**src/sv/ffp_pkg.sv**
```systemverilog
// Package of shared types and constants for the frame fragment packetizer.
package ffp_pkg;

   localparam int BUFFER_BYTES     = 65536;
   localparam int PKT_BYTES        = 256;
   localparam int DESCRIPTOR_DEPTH = 64;
   localparam int PAYLOAD_WORDS    = (PKT_BYTES + 7) / 8;
   localparam int BUF_AW  = $clog2(BUFFER_BYTES);
   localparam int DESC_AW = $clog2(DESCRIPTOR_DEPTH);
   localparam int WORD_W  = $clog2(PAYLOAD_WORDS + 1);
   localparam int DESC_W  = 34;

   typedef enum logic [1:0] {
      FUNC_DESC  = 2'd0,
      FUNC_BYTE  = 2'd1,
      FUNC_PKT   = 2'd2,
      FUNC_CLEAR = 2'd3
   } func_type;

   typedef struct packed {
      logic [1:0]  func;
      logic [15:0] frame_number;
      logic [16:0] frame_bytes;
      logic        key_frame;
      logic [7:0]  data_byte;
   } req_type;

   typedef struct packed {
      logic        kind;
      logic [15:0] seq_number;
      logic [15:0] frame_id_out;
      logic [15:0] fragment_index;
      logic        keyframe_flag;
      logic        start_flag;
      logic        end_flag;
      logic        padding_flag;
      logic [8:0]  payload_length;
      logic [16:0] buffered_count;
      logic [63:0] payload_word;
      logic        last;
   } rsp_type;

   typedef enum logic [2:0] {
      ST_IDLE,
      ST_LOAD,
      ST_HEAD,
      ST_FETCH,
      ST_WORD
   } state_type;

   // Commands from the controller to the datapath.
   typedef struct packed {
      logic accept;   // act on a descriptor, byte or clear request
      logic load;     // pop a descriptor if the current frame is finished and one is queued
      logic head;     // compute packet length and emit the header
      logic fetch;    // read one payload byte while any remain
      logic word;     // emit the assembled payload word
   } cmd_type;

   typedef struct packed {
      logic byte_due;   // more payload bytes to fetch for this word
      logic last_word;  // the word about to be sent is the final one
   } status_type;

endpackage

```
**src/sv/ffp_ctrl.sv**
```systemverilog
// Controller state machine sequencing requests and packet emission.
module ffp_ctrl
   import ffp_pkg::*;
(
   input  logic       clock,
   input  logic       reset,
   input  logic       start,
   input  logic [1:0] func,
   input  status_type status,
   output logic       busy,
   output cmd_type    cmd
);
   state_type state_ff, state_in;

   always_ff @(posedge clock) begin
      if (reset) begin
         state_ff <= ST_IDLE;
      end else begin
         state_ff <= state_in;
      end
   end

   always_comb begin
      state_in = state_ff;
      cmd      = '0;
      busy     = 1'b1;
      case (state_ff)
         ST_IDLE: begin
            busy = 1'b0;
            if (start) begin
               cmd.accept = 1'b1;
               if (func == FUNC_PKT) begin
                  state_in = ST_LOAD;
               end
            end
         end
         ST_LOAD: begin
            cmd.load = 1'b1;
            state_in = ST_HEAD;
         end
         ST_HEAD: begin
            cmd.head = 1'b1;
            state_in = ST_FETCH;
         end
         ST_FETCH: begin
            // One byte per cycle; the RAM read is registered.
            if (status.byte_due) begin
               cmd.fetch = 1'b1;
            end else begin
               state_in = ST_WORD;
            end
         end
         ST_WORD: begin
            cmd.word = 1'b1;
            state_in = status.last_word ? ST_IDLE : ST_FETCH;
         end
         default: state_in = ST_IDLE;
      endcase
   end
endmodule

```
**config.mk**
```make
export PLATFORM = sky130hd
export DESIGN_NAME = ffp_ctrl
export DESIGN_NICKNAME = d
export VERILOG_FILES = /design/src/sv/ffp_pkg.sv /design/src/sv/ffp_ctrl.sv
export SDC_FILE = /design/constraint.sdc
export NUM_CORES = 1
export LEC_CHECK = 0
export BUFFER_PORTS_ARGS = -buffer_cell sky130_fd_sc_hd__buf_2
export CAP_MARGIN = 20
export CORE_AREA = 8 8 45 47
export CTS_CLUSTER_SIZE = 28
export DETAILED_ROUTE_END_ITERATION = 7
export DIE_AREA = 0 0 53 55
export HOLD_SLACK_MARGIN = 0.02
export PLACE_DENSITY_LB_ADDON = 0.12
export SETUP_SLACK_MARGIN = 0.15
export SLEW_MARGIN = 0
export SYNTH_ARGS = -nofsm -noshare
export SYNTH_HDL_FRONTEND = slang
export SYNTH_SLANG_ARGS = --single-unit
```
**constraint.sdc**
```tcl
create_clock -name clock -period 1.65 [get_ports clock]
set_clock_uncertainty 0.1 [all_clocks]
set_input_delay 0.165 -clock clock [delete_from_list [all_inputs] [get_ports clock]]
set_output_delay 0.165 -clock clock [all_outputs]
set_load 0.05 [all_outputs]
```
# Word level (Yosys, flattened, before mapping)

Index checks and enable logic that the tools add are counted.

Register bits after elaboration: 3
Output and inout bits: 6
Word-level logic and storage cells: 24

Reductions and logical operators: 2
Equal/unequal tests: 8
Mux-type cells: 13

Operator list:

| kind                                          | number |
|---|---|
| one-hot mux 3 bit (5 select lines)            | 1 |
| 2-to-1 mux 3 bit                              | 3 |
| 2-to-1 mux 1 bit                              | 8 |
| == test 3 x 2 -> 1 bit, second input constant | 2 |
| inequality test 2 bit, second input constant  | 3 |
| == test 3 x 1 -> 1 bit, second input constant | 1 |
| == test 3 bit, second input constant          | 1 |
| zero test 3 bit                               | 1 |
| AND reduction 3 bit                           | 1 |
| == test 2 bit, second input constant          | 1 |
| 2-to-1 mux 2 bit                              | 1 |

# Longest topological paths before layout

Depth after elaboration: 4
Gate-level depth with buffers: 4

# Worst setup path after synthesis

Ideal clock, no wire load.

Kind: register to output
Start: register state_ff[1]
End: output port cmd[4] (netlist name)
Cell stages (with the launch flop): 4
Path slack: -0.319 ns
Data arrival time: 1.704 ns
Data required time: 1.385 ns
Cell sequence: dfxtp_1 > buf_6 > or3_1 > nor2_1

RTL lines:

| what                   | RTL line       | source |
|---|---|---|
| start, declared        | ffp_ctrl.sv:13 | `state_type state_ff, state_in;` |
| start signal, assigned | ffp_ctrl.sv:19 | `state_ff <= state_in;` |
| end, declared          | ffp_ctrl.sv:11 | `output cmd_type cmd` |

==> metrics.md <==
| Metric | Value |
|---|---|
| Outcome | `completed` |
| Total Wirelength | `630 um` |
| Mapped Cells | `26` |
| Worst reg2reg path depth | `3` |
| Stages on the worst setup path | `3` |
| Worst hold slack | `0.0385 ns` |
| Total congestion overflow | `0` |
| WL/cell | `around 10 um` |
| P_leak | `0.192 nW` |
| Top Registers | `state_ff: 3 flops` |
| Post-route ant nets | `0` |
| Gp weighted congestion | `0.680` |
| Clock transition at path regs | `0.04 ns` |
| Worst-Margin Slew | `approximately 0.25 ns` |
| Fin crit share | `between 90% and 100%` |
| Setup TNS | `0 ns` |
| Slew Limit Headroom | `between 80% and 90%` |
| Crit-path leading delay family | `simple AND/OR/NAND/NOR gates` |
| Critical-path cell list | `or3_4, nor2_4, buf_8` |
| CP endpoint kind | `output port` |
| Min-Delay Path Class | `in -> reg` |
| Die area | `2920 um2` |
| Syn nets | `33` |
| Startpoint Class | `flop` |
| Top-area cell type share of the netlist area | `31.0%` |
| Fin crit period | `1.50 ns` |
| Tot GR Track Use | `4.75%` |
| Max FFs per register | `3` |
| Filler cells | `approximately 180` |
| DP Area | `about 280 um2` |
| Max Freq | `667 MHz` |
| Pin count of the biggest net entering global routing | `11` |
| Antenna violations before repair | `0` |
| Seq/Total Area, Yosys | `31.0%` |
| Critical path's largest stage delay | `0.41 ns` |
| R2R Setup Slk | `0.45 ns` |
| Max_cap viols | `0` |
| Reg with most FFs | `state_ff` |
| Switching power | `between 150 and 200 uW` |
| Clock Tree Root | `clkbuf_4` |
| Synth Warn # | `0` |
| Initial DRC count | `8` |
| Vias per cell | `just over 4` |
| Initial Utilization | `14.0%` |
| Synth Register Bits | `3` |
| Crit path arrival time | `1.24 ns` |
| Antenna Cells | `0` |
| CP Launch Point | `state_ff[2]` |
| Switch share | `41.3%` |
| # nets final | `54` |
| I/O Pins | `13` |
| CTS tree | `built` |
| Required time worst endpoint | `1.38 ns` |
| RSZ-0062 raised after global routing | `true` |
| Slowest CP cell | `or3_4` |
| Yosys top cell by area | `dfxtp_1` |
| Area growth from synthesis to layout | `94.8%` |
| Die width | `roughly 53 um` |
| Via count | `251` |
| Final core utilization | `27.3%` |
| Comb power frac | `47.5%` |
| Peak VDD IR | `0.432 mV` |
| Reg-to-Reg Start | `state_ff[2]` |
| Layout cells sized above 1 | `approximately 59%` |
| Chip height | `55 um` |
| Final Slew Violations | `0` |
| Clock latency on the worst-skew pair | `0.23 ns` |
| Clock network fraction of total power | `29.3%` |
| Setup CP Type | `reg -> out` |
| CTS buffer count | `3` |
| Sequential share of power | `23.2%` |
| Setup-failing EPs final | `0` |
| Distinct cell type count after synthesis | `17` |
| DRC | `0` |
| Post-route cell area | `roughly 380 um2` |
| Mapped Area | `194 um2` |
| Internal power | `257 uW` |
| Power per cell area | `1160 nW/um2` |
| Synth top area cells | `dfxtp_1 31%, nor3b_1 7.7%, buf_6 5.8%` |
| Core Box Area | `1380 um2` |
| RR Endpoint | `state_ff[0]` |
| Global-route wire length before repair | `about 970 um` |
| Critical path fanouts, max | `5` |
| Final total power | `438 uW` |
| Vias in the first global route | `approximately 240` |
| Final Hold Fails | `0` |
| Clk buf depth | `2` |
| CP Buf/Inv Count | `1` |
| H-tree Lvls | `1` |
| Syn_area_per_cell | `7.46 um2` |
| IO Port Bufs | `12` |
| Drt pass-1 iters | `4` |
| Clk sinks | `3` |
| FP Rows | `14` |
| CP endpoint | `cmd[4]` |
[metrics by stage]
| step | instances | setup slack (ns) |
|---|---|---|
| floorplan | 26 | -0.108 |
| global placement | 53 | 0.240 |
| detailed placement | 53 | 0.217 |
| CTS | 58 | 0.132 |
| global route | 62 | 0.117 |
| finish | 62 | 0.150 |
[power by group through the flow]
stage / logic, mW / registers [mW] / clock network (mW)
global placement: 0.164 / 0.104 / 0
global route: 0.220 / 0.104 / 0.144
floorplan: 0.143 / 0.0929 / 0
finish: 0.208 / 0.102 / 0.128
detailed placement: 0.163 / 0.106 / 0
CTS: 0.192 / 0.108 / 0.135
[cells by family (layout without fill, tap and decap cells)]
logic type	Yosys count	count (layout)	synth area share [%]
buf+inv	4	24	11.6
flops	3	3	31.0
simple gates	13	13	38.1
compound gates	6	6	19.4
[cells in the final DEF, fill, tap and decap left out]
cell type      count
buf_2              9
buf_4              6
inv_1              3
nand2_1            3
clkbuf_4           3
nor3b_2            2
o21ai_0            2
dfxtp_4            2
or3_4              1
nor2b_2            1
and2b_1            1
nor2_4             1
nand3_1            1
or4b_1             1
o21ba_1            1
a21oi_1            1
nor3_1             1
nor2_1             1
a31oi_1            1
o22ai_1            1
clkbuf_1           1
dlygate4sd3_1      1
buf_8              1
dfxtp_2            1
[cells in the mapped netlist]
cell type and number:
dfxtp_1 3, inv_1 3, nand2_1 3, nor2_1 2, nor3b_1 2, o21ai_0 2, a21oi_1 1, a31oi_1 1
and2b_1 1, buf_6 1, nand3_1 1, nor2b_1 1, nor3_1 1, o21ba_1 1, o22ai_1 1, or3_1 1
or4b_1 1
[how the worst min path moves through the flow]
stage              start  slack [ns]     endpoint  cells past startpoint
3_3_place_gp   status[1]        0.26  state_ff[2]                      2
6_report           reset        0.04  state_ff[1]                      2
3_5_place_dp   status[1]        0.26  state_ff[2]                      2
4_1_cts            reset        0.03  state_ff[1]                      2
5_1_grt            reset        0.04  state_ff[1]                      2
2_1_floorplan      reset        0.13  state_ff[1]                      1
[timing repair]
item / 4_1_cts / 5_1_grt
hold buffers: 1 / 0
hold endpoints to repair: 1 / 0
gates resized for setup: 11 / 2
setup buffers: 0 / 4
endpoints found under the setup margin: 5 / 3
pin swaps: 1 / 0
[layout make-up]
class / count / area [um2] / area share [%]
timing repair buffer: 17 / 115 / 30.5
sequential: 3 / 68.8 / 18.2
clock buffer: 4 / 26.3 / 6.95
inverter: 3 / 11.3 / 2.98
multi-input combinational: 19 / 136 / 36.1
tap: 16 / 20.0 / 5.30
[per-layer routing]
layer / vias up / GRT usage (%) / wire, um
met5: - / 0 / 0
met4: 0 / 2.59 / 19
met3: 2 / 3.48 / 26
met2: 10 / 7.03 / 286
met1: 109 / 4.85 / 297
li1: 130 / - / -
Power figures use the tool's default switching activity.
